--- config.mk ---
export PLATFORM = sky130hd
export DESIGN_NAME = dual_slope_adc_sequencer_unit
export DESIGN_NICKNAME = d
export VERILOG_FILES = /design/src/rtl/dsas_pkg.sv /design/src/rtl/dsas_div.sv /design/src/rtl/dual_slope_adc_sequencer_unit.sv
export VERILOG_INCLUDE_DIRS = /design/src /design/src/rtl
export SDC_FILE = /design/constraint.sdc
export NUM_CORES = 2
export LEC_CHECK = 0
export ABC_AREA = 1
export BUFFER_PORTS_ARGS = -buffer_cell sky130_fd_sc_hd__buf_4
export CAP_MARGIN = 15
export CORE_MARGIN = 2
export CORE_UTILIZATION = 40
export DETAILED_ROUTE_END_ITERATION = 10
export GPL_TIMING_DRIVEN = 0
export MAX_ROUTING_LAYER = met4
export PLACE_DENSITY_LB_ADDON = 0.15
export SYNTH_ARGS = -nofsm -noshare
export SYNTH_HDL_FRONTEND = slang
export SYNTH_SLANG_ARGS = --single-unit
--- constraint.sdc ---
create_clock -name i_clk -period 9.15 [get_ports i_clk]
set_clock_uncertainty 0.15 [all_clocks]
set_input_delay 0 -clock i_clk [delete_from_list [all_inputs] [get_ports i_clk]]
set_output_delay 0 -clock i_clk [all_outputs]
set_load 0.01 [all_outputs]
--- src/rtl/dual_slope_adc_sequencer_unit_macros.svh ---
// assertion macros for the dual-slope adc sequencer
// used by the top level only; no other dependencies
`ifndef DUAL_SLOPE_ADC_SEQUENCER_UNIT_MACROS_SVH
`define DUAL_SLOPE_ADC_SEQUENCER_UNIT_MACROS_SVH

`ifndef SYNTHESIS
`define DSAS_ASSERT_IMPLY(lbl, clk, rstn, ante, cons, msg) \
    lbl: assert property (@(posedge clk) disable iff (!(rstn)) (ante) |-> (cons)) \
        else $error(msg);
`define DSAS_ASSERT_NEXT(lbl, clk, rstn, ante, cons, msg) \
    lbl: assert property (@(posedge clk) disable iff (!(rstn)) (ante) |=> (cons)) \
        else $error(msg);
`else
`define DSAS_ASSERT_IMPLY(lbl, clk, rstn, ante, cons, msg)
`define DSAS_ASSERT_NEXT(lbl, clk, rstn, ante, cons, msg)
`endif

`endif

--- src/rtl/dsas_pkg.sv ---
// shared types and constants for the dual-slope adc sequencer
// no dependencies; imported by dsas_div and the top level
package dsas_pkg;

    localparam int DATA_W     = 32;
    localparam int REG_W      = 16;
    localparam int CFG_IDX_W  = 2;
    localparam int COUNT_BITS = 16;
    localparam int RAW_W      = 16;
    localparam int MV_W       = 14;
    localparam int PROD_W     = 2 * DATA_W;

    localparam logic [COUNT_BITS-1:0] COUNT_MAX = '1;
    localparam logic [DATA_W-1:0] SCALE_DIV  = DATA_W'(1000000);
    localparam logic [DATA_W-1:0] GAIN_RESET = DATA_W'(2400 / 20 * 1000);

    // x / 1000000 = ((x >> 6) * RECIP_M) >> RECIP_SHIFT, exact for any 32-bit x
    // RECIP_M = ceil(2^40 / 15625); its error times 2^26 stays below 2^40
    localparam int RECIP_PRE   = 6;
    localparam int RECIP_SHIFT = 40;
    localparam logic [DATA_W-1:0] RECIP_M = DATA_W'(70368745);

    localparam logic [REG_W-1:0] FEEDBACK_RESET  = REG_W'(50000);
    localparam logic [REG_W-1:0] SETUP_RESET     = REG_W'(3000);
    localparam logic [REG_W-1:0] INTEGRATE_RESET = REG_W'(20000);

    // configuration register indexes
    localparam logic [CFG_IDX_W-1:0] CFG_FEEDBACK  = 2'd0;
    localparam logic [CFG_IDX_W-1:0] CFG_SETUP     = 2'd1;
    localparam logic [CFG_IDX_W-1:0] CFG_INTEGRATE = 2'd2;

    // request modes
    localparam logic [1:0] MODE_TICK = 2'd0;
    localparam logic [1:0] MODE_MEAS = 2'd1;
    localparam logic [1:0] MODE_ZERO = 2'd2;
    localparam logic [1:0] MODE_GAIN = 2'd3;

    // conversion kinds
    localparam logic [1:0] KIND_MEAS = 2'd0;
    localparam logic [1:0] KIND_ZERO = 2'd1;
    localparam logic [1:0] KIND_GAIN = 2'd2;

    // status codes
    localparam logic [1:0] STAT_OK       = 2'd0;
    localparam logic [1:0] STAT_BUSY     = 2'd1;
    localparam logic [1:0] STAT_DIV_ZERO = 2'd2;
    localparam logic [1:0] STAT_OVER     = 2'd3;

    typedef struct packed {
        logic busy;
        logic done;
    } t_div_stat;

endpackage

--- src/rtl/dsas_div.sv ---
// iterative restoring divider, one quotient bit per cycle
// depends on dsas_pkg
module dsas_div import dsas_pkg::*; (
    input  logic              i_clk,
    input  logic              i_rst_n,
    input  logic              i_start,
    input  logic [DATA_W-1:0] i_dividend,
    input  logic [DATA_W-1:0] i_divisor,
    output t_div_stat         o_stat,
    output logic [DATA_W-1:0] o_quotient
);

    localparam int STEP_W = $clog2(DATA_W);
    localparam logic [STEP_W-1:0] LAST_STEP = STEP_W'(DATA_W - 1);

    logic [DATA_W-1:0] r_rem;
    logic [DATA_W-1:0] r_quo;
    logic [DATA_W-1:0] r_den;
    logic [STEP_W-1:0] r_step;
    logic              r_busy;
    logic              r_done;

    logic [DATA_W:0]   w_trial;
    logic              w_ge;
    logic [DATA_W-1:0] n_rem;

    assign w_trial = {r_rem, r_quo[DATA_W-1]};
    assign w_ge    = (w_trial >= {1'b0, r_den});
    assign n_rem   = w_ge ? DATA_W'(w_trial - {1'b0, r_den}) : w_trial[DATA_W-1:0];

    always_ff @(posedge i_clk) begin
        if (!i_rst_n) begin
            r_busy <= 1'b0;
            r_done <= 1'b0;
        end else begin
            r_done <= 1'b0;
            if (i_start) begin
                r_busy <= 1'b1;
            end else if (r_busy && r_step == LAST_STEP) begin
                r_busy <= 1'b0;
                r_done <= 1'b1;
            end
        end
    end

    always_ff @(posedge i_clk) begin
        if (i_start) begin
            r_rem  <= '0;
            r_quo  <= i_dividend;
            r_den  <= i_divisor;
            r_step <= '0;
        end else if (r_busy) begin
            r_rem  <= n_rem;
            r_quo  <= {r_quo[DATA_W-2:0], w_ge};
            r_step <= r_step + 1'b1;
        end
    end

    assign o_stat.busy = r_busy;
    assign o_stat.done = r_done;
    assign o_quotient  = r_quo;

endmodule

--- src/rtl/dual_slope_adc_sequencer_unit.sv ---
// Dual-slope integrating voltmeter sequencer. One request per tick: a tick that does not
// end a conversion, or a start request, gives its result in the cycle after acceptance, and
// the next request is taken once that result has been taken. A tick that ends the
// deintegrate phase runs the count through a shared 32x32 multiplier, first by the gain
// and then by a reciprocal for the scale of one million: its result is registered after
// the ST_MUL_V and ST_SCALE_V states for a measurement, a zero calibration or a gain
// calibration with a zero reading. A gain calibration with a nonzero reading adds a
// multiply and a 32-step bit-serial division by that reading. Results carry the mux
// select lines and busy flag after the request.
// depends on dsas_pkg, dsas_div and dual_slope_adc_sequencer_unit_macros.svh
`include "dual_slope_adc_sequencer_unit_macros.svh"

module dual_slope_adc_sequencer_unit import dsas_pkg::*; (
    input  logic                 i_clk,
    input  logic                 i_rst_n,
    input  logic                 i_cfg_we,
    input  logic [CFG_IDX_W-1:0] i_cfg_index,
    input  logic [REG_W-1:0]     i_cfg_data,
    input  logic                 i_in_valid,
    output logic                 o_in_stall,
    input  logic [1:0]           i_mode,
    input  logic                 i_comparator_high,
    input  logic [MV_W-1:0]      i_known_mv,
    output logic                 o_out_valid,
    input  logic                 i_out_stall,
    output logic                 o_mux_a0,
    output logic                 o_mux_a1,
    output logic                 o_busy_res,
    output logic                 o_done_res,
    output logic [1:0]           o_done_kind,
    output logic [DATA_W-1:0]    o_reading_mv,
    output logic [RAW_W-1:0]     o_raw_count,
    output logic [1:0]           o_status
);

    typedef enum logic [2:0] {
        PH_IDLE,
        PH_FEEDBACK,
        PH_SETUP,
        PH_INTEGRATE,
        PH_DEINT
    } t_phase;

    typedef enum logic [2:0] {
        ST_IDLE,
        ST_MUL_V,
        ST_SCALE_V,
        ST_MUL_G,
        ST_DIV_G
    } t_seq;

    // skip phases whose length is zero
    function automatic t_phase f_enter(t_phase p, logic [REG_W-1:0] fb,
                                       logic [REG_W-1:0] su, logic [REG_W-1:0] it);
        t_phase q;
        q = p;
        if (q == PH_FEEDBACK && fb == '0) q = PH_SETUP;
        if (q == PH_SETUP && su == '0) q = PH_INTEGRATE;
        if (q == PH_INTEGRATE && it == '0) q = PH_DEINT;
        return q;
    endfunction

    t_seq                  r_state, n_state;
    t_phase                r_phase, n_phase;
    logic [1:0]            r_kind, n_kind;
    logic [REG_W-1:0]      r_timer, n_timer;
    logic [COUNT_BITS-1:0] r_count, n_count;
    logic [RAW_W-1:0]      r_zero, n_zero;
    logic [DATA_W-1:0]     r_gain, n_gain;
    logic [MV_W-1:0]       r_target, n_target;
    logic [DATA_W-1:0]     r_vx, n_vx;
    logic                  r_over, n_over;
    logic [REG_W-1:0]      r_fb, r_su, r_it;

    logic                  r_out_valid, n_out_valid;
    logic                  r_a0, n_a0;
    logic                  r_a1, n_a1;
    logic                  r_busy, n_busy;
    logic                  r_done, n_done;
    logic [1:0]            r_dkind, n_dkind;
    logic [DATA_W-1:0]     r_reading, n_reading;
    logic [RAW_W-1:0]      r_raw, n_raw;
    logic [1:0]            r_status, n_status;

    logic                  w_in_acc;
    logic [DATA_W-1:0]     w_mul_a, w_mul_b, w_mul_out;
    logic [PROD_W-1:0]     w_mul_full;
    logic [DATA_W-1:0]     w_scaled;
    logic                  w_div_start;
    logic [DATA_W-1:0]     w_div_divisor;
    t_div_stat             w_div_stat;
    logic [DATA_W-1:0]     w_quo;

    assign o_in_stall = (r_state != ST_IDLE) || r_out_valid;
    assign w_in_acc   = i_in_valid && !o_in_stall;
    assign w_mul_full = PROD_W'(w_mul_a) * PROD_W'(w_mul_b);
    assign w_mul_out  = w_mul_full[DATA_W-1:0];
    assign w_scaled   = DATA_W'(w_mul_full[PROD_W-1:RECIP_SHIFT]);

    dsas_div u_div (
        .i_clk      (i_clk),
        .i_rst_n    (i_rst_n),
        .i_start    (w_div_start),
        .i_dividend (w_mul_out),
        .i_divisor  (w_div_divisor),
        .o_stat     (w_div_stat),
        .o_quotient (w_quo)
    );

    always_comb begin
        logic [REG_W:0] v_tmr;
        logic           v_fin;
        logic           v_over;
        logic [1:0]     v_stat;

        n_state     = r_state;
        n_phase     = r_phase;
        n_kind      = r_kind;
        n_timer     = r_timer;
        n_count     = r_count;
        n_zero      = r_zero;
        n_gain      = r_gain;
        n_target    = r_target;
        n_vx        = r_vx;
        n_over      = r_over;
        n_out_valid = r_out_valid && i_out_stall;
        n_a0        = r_a0;
        n_a1        = r_a1;
        n_busy      = r_busy;
        n_done      = r_done;
        n_dkind     = r_dkind;
        n_reading   = r_reading;
        n_raw       = r_raw;
        n_status    = r_status;

        w_mul_a       = DATA_W'(r_count) - DATA_W'(r_zero);
        w_mul_b       = r_gain;
        w_div_start   = 1'b0;
        w_div_divisor = r_vx;

        v_tmr  = {1'b0, r_timer} + 1'b1;
        v_fin  = 1'b0;
        v_over = 1'b0;
        v_stat = STAT_OK;

        unique case (r_state)
            ST_IDLE: begin
                if (w_in_acc) begin
                    if (i_mode != MODE_TICK) begin
                        if (r_phase != PH_IDLE) begin
                            v_stat = STAT_BUSY;
                        end else begin
                            case (i_mode)
                                MODE_MEAS: n_kind = KIND_MEAS;
                                MODE_ZERO: n_kind = KIND_ZERO;
                                default:   n_kind = KIND_GAIN;
                            endcase
                            if (i_mode == MODE_GAIN) n_target = i_known_mv;
                            n_count = '0;
                            n_timer = '0;
                            n_phase = f_enter(PH_FEEDBACK, r_fb, r_su, r_it);
                        end
                    end else begin
                        unique case (r_phase)
                            PH_IDLE: begin
                            end
                            PH_FEEDBACK: begin
                                n_timer = v_tmr[REG_W-1:0];
                                if (v_tmr >= {1'b0, r_fb}) begin
                                    n_timer = '0;
                                    n_phase = f_enter(PH_SETUP, r_fb, r_su, r_it);
                                end
                            end
                            PH_SETUP: begin
                                n_timer = v_tmr[REG_W-1:0];
                                if (v_tmr >= {1'b0, r_su}) begin
                                    n_timer = '0;
                                    n_phase = f_enter(PH_INTEGRATE, r_fb, r_su, r_it);
                                end
                            end
                            PH_INTEGRATE: begin
                                n_timer = v_tmr[REG_W-1:0];
                                if (v_tmr >= {1'b0, r_it}) begin
                                    n_timer = '0;
                                    n_phase = PH_DEINT;
                                end
                            end
                            PH_DEINT: begin
                                if (!i_comparator_high) begin
                                    v_fin = 1'b1;
                                end else begin
                                    if (r_count < COUNT_MAX) n_count = r_count + 1'b1;
                                    if (n_count == COUNT_MAX) begin
                                        v_fin  = 1'b1;
                                        v_over = 1'b1;
                                    end
                                end
                            end
                            default: n_phase = PH_IDLE;
                        endcase
                    end

                    // count restarts on entry to deintegrate
                    if (n_phase == PH_DEINT && r_phase != PH_DEINT) n_count = '0;

                    if (v_fin) begin
                        n_phase = PH_IDLE;
                        n_timer = '0;
                        n_over  = v_over;
                        n_state = ST_MUL_V;
                    end else begin
                        n_out_valid = 1'b1;
                        unique case (n_phase)
                            PH_FEEDBACK: {n_a0, n_a1} = 2'b11;
                            PH_SETUP:    {n_a0, n_a1} = 2'b10;
                            PH_INTEGRATE: begin
                                n_a0 = 1'b0;
                                n_a1 = (n_kind == KIND_ZERO);
                            end
                            PH_DEINT:    {n_a0, n_a1} = 2'b10;
                            default:     {n_a0, n_a1} = 2'b00;
                        endcase
                        n_busy    = (n_phase != PH_IDLE);
                        n_done    = 1'b0;
                        n_dkind   = KIND_MEAS;
                        n_reading = '0;
                        n_raw     = '0;
                        n_status  = v_stat;
                    end
                end
            end
            ST_MUL_V: begin
                // (count - zero) * gain, wrapped to 32 bits
                n_vx    = w_mul_out;
                n_state = ST_SCALE_V;
            end
            ST_SCALE_V: begin
                // divide by one million through the reciprocal
                w_mul_a = r_vx >> RECIP_PRE;
                w_mul_b = RECIP_M;
                n_vx    = w_scaled;
                if (r_kind == KIND_GAIN && w_scaled != '0) begin
                    n_state = ST_MUL_G;
                end else begin
                    if (r_kind == KIND_ZERO) n_zero = RAW_W'(r_count);
                    n_state     = ST_IDLE;
                    n_out_valid = 1'b1;
                    {n_a0, n_a1} = 2'b00;
                    n_busy      = 1'b0;
                    n_done      = 1'b1;
                    n_dkind     = r_kind;
                    n_reading   = w_scaled;
                    n_raw       = RAW_W'(r_count);
                    if (r_kind == KIND_GAIN) n_status = STAT_DIV_ZERO;
                    else n_status = r_over ? STAT_OVER : STAT_OK;
                end
            end
            ST_MUL_G: begin
                w_mul_a     = r_gain;
                w_mul_b     = DATA_W'(r_target);
                w_div_start = 1'b1;
                n_state     = ST_DIV_G;
            end
            ST_DIV_G: begin
                if (w_div_stat.done) begin
                    n_gain      = w_quo;
                    n_state     = ST_IDLE;
                    n_out_valid = 1'b1;
                    {n_a0, n_a1} = 2'b00;
                    n_busy      = 1'b0;
                    n_done      = 1'b1;
                    n_dkind     = r_kind;
                    n_reading   = r_vx;
                    n_raw       = RAW_W'(r_count);
                    n_status    = r_over ? STAT_OVER : STAT_OK;
                end
            end
            default: n_state = ST_IDLE;
        endcase
    end

    always_ff @(posedge i_clk) begin
        if (!i_rst_n) begin
            r_state     <= ST_IDLE;
            r_phase     <= PH_IDLE;
            r_kind      <= KIND_MEAS;
            r_timer     <= '0;
            r_count     <= '0;
            r_zero      <= '0;
            r_gain      <= GAIN_RESET;
            r_target    <= '0;
            r_vx        <= '0;
            r_over      <= 1'b0;
            r_fb        <= FEEDBACK_RESET;
            r_su        <= SETUP_RESET;
            r_it        <= INTEGRATE_RESET;
            r_out_valid <= 1'b0;
            r_a0        <= 1'b0;
            r_a1        <= 1'b0;
            r_busy      <= 1'b0;
            r_done      <= 1'b0;
            r_dkind     <= KIND_MEAS;
            r_reading   <= '0;
            r_raw       <= '0;
            r_status    <= STAT_OK;
        end else begin
            r_state     <= n_state;
            r_phase     <= n_phase;
            r_kind      <= n_kind;
            r_timer     <= n_timer;
            r_count     <= n_count;
            r_zero      <= n_zero;
            r_gain      <= n_gain;
            r_target    <= n_target;
            r_vx        <= n_vx;
            r_over      <= n_over;
            r_out_valid <= n_out_valid;
            r_a0        <= n_a0;
            r_a1        <= n_a1;
            r_busy      <= n_busy;
            r_done      <= n_done;
            r_dkind     <= n_dkind;
            r_reading   <= n_reading;
            r_raw       <= n_raw;
            r_status    <= n_status;
            if (i_cfg_we) begin
                unique case (i_cfg_index)
                    CFG_FEEDBACK:  r_fb <= i_cfg_data;
                    CFG_SETUP:     r_su <= i_cfg_data;
                    CFG_INTEGRATE: r_it <= i_cfg_data;
                    default: begin
                    end
                endcase
            end
        end
    end

    assign o_out_valid  = r_out_valid;
    assign o_mux_a0     = r_a0;
    assign o_mux_a1     = r_a1;
    assign o_busy_res   = r_busy;
    assign o_done_res   = r_done;
    assign o_done_kind  = r_dkind;
    assign o_reading_mv = r_reading;
    assign o_raw_count  = r_raw;
    assign o_status     = r_status;

    `DSAS_ASSERT_NEXT(a_div_started, i_clk, i_rst_n, r_state == ST_MUL_G, w_div_stat.busy, "divider not started after multiply")
    `DSAS_ASSERT_IMPLY(a_no_overlap, i_clk, i_rst_n, r_state != ST_IDLE, !r_out_valid, "result pending while computing")
    `DSAS_ASSERT_IMPLY(a_div_zero_kind, i_clk, i_rst_n, o_out_valid && o_status == STAT_DIV_ZERO, o_done_kind == KIND_GAIN && o_reading_mv == '0, "zero divisor flag on wrong result")
    `DSAS_ASSERT_IMPLY(a_done_idle, i_clk, i_rst_n, o_out_valid && o_done_res, !o_busy_res && !o_mux_a0 && !o_mux_a1, "finished result not idle")

endmodule

# [Yosys cells after proc, flatten, opt, wreduce, memory -nomap -nowiden]
# Index checks and enable logic that the tools add are counted.
[op_classes] eq_ne=33 order_cmp=5 n_reduce_logical=43 muxes=121 multipliers=1 n_addsub=5 bitwise_logic=3
[op_table] op="16-bit two-way mux" count=20
[op_table] op="32-bit two-way mux" count=7
[op_table] op="32-bit one-hot mux with 2 select lines" count=3
[op_table] op="16-bit one-hot mux with 3 select lines" count=2
[op_table] op="32-bit one-hot mux with 3 select lines" count=1
[op_table] op="3-bit two-way mux" count=28
[op_table] op="32-bit by 32-bit multiplier with 64-bit output" count=1
[op_table] op="17-bit by 16-bit greater-or-equal comparator with 1-bit output" count=3
[op_table] op="16-bit logical NOT" count=3
[op_table] op="33-bit by 32-bit greater-or-equal comparator with 1-bit output" count=1
[op_table] op="1-bit two-way mux" count=33
[op_table] op="2-bit two-way mux" count=16
[op_table] op="32-bit nonzero test" count=1
[op_table] op="32-bit subtractor" count=1
[op_table] op="3-bit by 2-bit == test with 1-bit output, second input constant" count=9
[op_table] op="3-bit nonzero test" count=6
[op_table] op="16-bit by 1-bit adder with 17-bit output, second input constant" count=1
[op_table] op="16-bit by 16-bit subtractor with 17-bit output" count=1
[op_table] op="16-bit by 1-bit adder with 16-bit output, second input constant" count=1
[op_table] op="16-bit == test, second input constant" count=1
[op_table] op="16-bit less-than comparator, second input constant" count=1
[op_table] op="1-bit one-hot mux with 3 select lines" count=5
[op_table] op="3-bit one-hot mux with 5 select lines" count=1
[op_table] op="5-bit AND reduction" count=3
[op_table] op="other kinds (27)" count=62
[word_totals] output_inout_bits=58 wordCells=239 ff_bits=343

# [Depth between registers and ports, before layout]
[depth] ltp_word=26 mapped_depth=56 mapped_depth_nobuf=55

# [Cells and area by module]
# From an unflattened synthesis, not the netlist that was laid out.
[unflattened] cells_unflattened=7348 hier_area_um2=54101.9
[by_module_without_submodules] mod="dual_slope_adc_sequencer_unit" area_per_inst_um2=47428.0 instances=1 cells_per_inst=6388
[by_module_without_submodules] mod="dsas_div" area_per_inst_um2=6673.9 instances=1 cells_per_inst=960

# [Least setup slack after synthesis]
# No wires, ideal clock.
[synth_timing] kind="reg2reg" from="register r_count[0]" to="register r_reading[19], in the netlist o_reading_mv[19]" t_arrival_ps=9037 setup_time_ps=113 stages_incl_launch_ff=51 slack_ps=-150 period_less_slack_ps=9300 path_cell_list="dfxtp_1 inv_1 ha_1 fa_1 inv_1 a21oi_1 o21ai_1 inv_1 o21ai_1 nand2_1 nand2_1 a21oi_1 inv_2 a31oi_4 o21a_1 buf_2 inv_1 clkbuf_1 (+15 left out) nor2_1 nand2_1 nor2_1 nand2_1 nand3b_1 nand3_1 nand3_1 nand2_1 nor2_1 nand2_1 nor2_1 nand3_1 nand3_2 nand2_4 buf_6 buf_6 o21ai_1 nor2_1"
[synth_between] elab_chain_len=16
[synth_lines] element="start: declaration" line="dual_slope_adc_sequencer_unit.sv:67" text="logic [COUNT_BITS-1:0] r_count, n_count;"
[synth_lines] element="start signal: assignment" line="dual_slope_adc_sequencer_unit.sv:311" text="r_count <= n_count;"
[synth_lines] element="branches (longest 16 deep; another with 32-bit by 32-bit multiplier with 64-bit output)"
[synth_lines] element="end signal: assignment" line="dual_slope_adc_sequencer_unit.sv:323" text="r_reading <= n_reading;"
[synth_lines] element="end: declaration" line="dual_slope_adc_sequencer_unit.sv:81" text="logic [DATA_W-1:0] r_reading, n_reading;"
# Several ways; the timed one is not identified. The select of a mux whose other input is x is not followed.
# A chain may end at the register's enable or synchronous reset.

# [Worst setup path after layout]
[layout_timing] from="register r_count[0]" to="register r_reading[13], in the netlist o_reading_mv[13]"
# The elaborated chain is that of the path after synthesis.

==> impl_metrics.toml <==
[run_status]
status = "finished with violations"
violations = "negative setup slack"

[layout]
mostFrequentLayoutCell = "inv_1"
area_growth_pct = 17.1
final_cell_mix = "1681 x inv_1, 1341 x nand2_1, 860 x fa_1"
utilization_pct = 47.2
nets = 8633
instances_no_fill = 9115
drive_gt1_share_pct = 12.8

[die]
io_pins = 98
core_mm2 = 0.131
die_x_um = 368
fp.dieH_um = 368
start_util_pct = 40.3
design.die.area_mm2 = 0.135
row_count = 133

[yosys]
seq_area_frac_synth_pct = 14.2
ys_seq_elements = 343
ys_types = 59
syn_avg_cell_area_um2 = 7.59
synth_async_sr_flop_share_pct = 0
synth_top_area_share_pct = 33.9
synth_area_mm2 = 0.0530
yosys.area.top_type = "fa_1"
synthAdderAreaFrac_pct = 42.6
synth_compound_area_share_pct = 7.75
synthesis.nets = 8284
synth.area.top_cells = "fa_1 34%, inv_1 12%, dfxtp_1 11%"
synthCells = 6979
synth-edff-count = 64
yosysWarnings = 0
synth-simple-area-share_pct = 19.7
synthFlopType = "dfxtp_1"
synth_top_family_by_area = "adder cells"
synth_mux_area_share_pct = 0
synth_xor_area_share_pct = 1.37

[global_routing]
antenna_found_initial = 2
overflow = 0
grt_pass1_wl_um = 307000
grt_max_degree = 39
first_global_vias = 47504
groute.usage.overall_pct = 31.4

[routing]
viasPerCell = 5.26
drt_iter0_drc = 4676
drc = 0
drt_first_pass_iters = 8
wl_um = 208000
drtAntennaViolNets = 0
vias = 47948
wl_per_cell_um = 22.8

[sta]
slew_viol_final = 0
setup_violations = 92
fin_crit_sh_pct = 112
rsz0062_at_grt = "yes"
relSlewSlack_pct = 26.1
tns_ns = -67.78
max_freq_mhz = 97.4
worst_pin_slew_ns = 1.11
hold_viol = 0
period_minus_slack_ns = 10.26
setup_ws_ns = -1.11

[placed_design]
dp_cells = 8843
portBuffers = 97
gp_congestion = 1.05
place_hpwl_um = 171000

[clock_tree]
cts_tree = "yes"
root_buffer = "clkbuf_16"
cts_buffer_depth = 3
worstSkewPairLatency_ns = 0.58
cts_made_buffers = 39
htree_levels = 2
clk_pin_slew_worst_paths_ns = 0.06
clkSinkCount = 343

[critical_path]
critPathKind = "reg2reg"
startpoint_type = "flop"
crit_slowest_cell = "buf_1"
endpoint_kind = "flop"
crit_required_ns = 9.47
crit_top_cell = "nand2_1"
max_stage_delay_ns = 0.80
crit_fanout = 10
crit_arrival_ns = 10.58

[worst_hold_path]
hp-class = "in2reg"

[run]
drv_cap = 0
==> registers in the layout, indices dropped and copies added (netlist names), 5 cells and up <==
signal,cells
u_div.r_step,5
r_zero,16
o_raw_count,16
u_div.o_quotient,32
r_fb,16
u_div.r_den,32
r_target,14
r_gain,32
r_count,16
r_su,16
r_it,16
u_div.r_rem,32
r_timer,16
o_reading_mv,32
r_vx,32
==> metal layers <==
metal	global-route usage (%)	up-vias	wire [µm]
met3	4.35	449	18500
met5	-	-	0
met4	12.6	0	10600
li1	-	21502	-
met1	43.0	23936	87900
met2	47.0	2061	90600
==> final timing paths <==
kind                                               from                            end  slack (ns)  cells after the start
worst max register to register  r_count[0]$_SDFFE_PN0P_  o_reading_mv[13]$_SDFFE_PN0P_       -1.11                     44
worst min register to register     r_vx[0]$_SDFFE_PN0P_       u_div.r_den[0]$_DFFE_PN_        0.31                      0
worst min-delay path                     i_cfg_data[14]          r_it[14]$_SDFFE_PN1P_        0.07                      4
worst max-delay path            r_count[0]$_SDFFE_PN0P_  o_reading_mv[13]$_SDFFE_PN0P_       -1.11                     44
==> critical path, delay by kind of cell, from the launching register on <==
kind,cells,cell delay (ns)
AOI/OAI and AO/OA,2,0.30
xor gates and xnor gates,1,0.18
buffers and inverters,10,2.07
and+or+nand+nor,20,2.29
adders and majority gates,11,4.76
DFF,1,0.37
==> cell families (layout without fill, tap and decap cells) <==
logic type      Yosys count  after routing
buf+inv                1998           2377
flops                   343            343
fa+ha+maj              1265           1265
compound gates          707            707
xor+xnor                 83             83
other cells               0              2
simple gates           2583           2583
==> synth_stat cells, types with 27 or more instances <==
master	n
nor2_1	732
buf_2	38
inv_1	1717
ha_1	367
xor2_1	43
o21ai_1	27
dfxtp_1	279
fa_1	898
o21ai_0	221
nor3_1	45
xnor2_1	40
nand2_1	1458
a21oi_1	276
a31oi_1	27
edfxtp_1	64
clkbuf_1	182
nand4_1	42
nand3_1	234
o211ai_1	56
==> cell type report <==
class | instances | area, µm²
antenna | 2 | 5.00
buffer | 249 | 1460
clock buffer | 53 | 1100
clock inverter | 18 | 148
fill | 13309 | 69400
inverter | 1749 | 6640
multi-input combinational | 4638 | 40000
sequential | 343 | 7530
tap | 1755 | 2200
timing repair buffer | 308 | 2980
==> per-stage QoR <==
| step | hold slack, ns | setup slack [ns] | area [µm²] |
|---|---|---|---|
| 6_report | 0.0683 | -1.11 | 62000 |
| 5_1_grt | 0.0735 | -1.29 | 62000 |
| 4_1_cts | 0.0391 | -0.899 | 60800 |
| 3_5_place_dp | 0.0942 | -2.90 | 56200 |
| 3_3_place_gp | 0.0888 | -3.35 | 56000 |
| 2_1_floorplan | -0.0196 | 0.00253 | 53000 |
==> repair_timing <==
action,CTS,global route
setup endpoints to repair,112,106
cloned,3,2
hold endpoints to repair,108,0
pin swaps,81,134
gates resized for setup,485,250
hold buffers,56,0
setup buffers,101,38
Power is left out: the tool's default activity adds up to more than one toggle a clock period on the data nets, which glitch-free logic cannot reach.
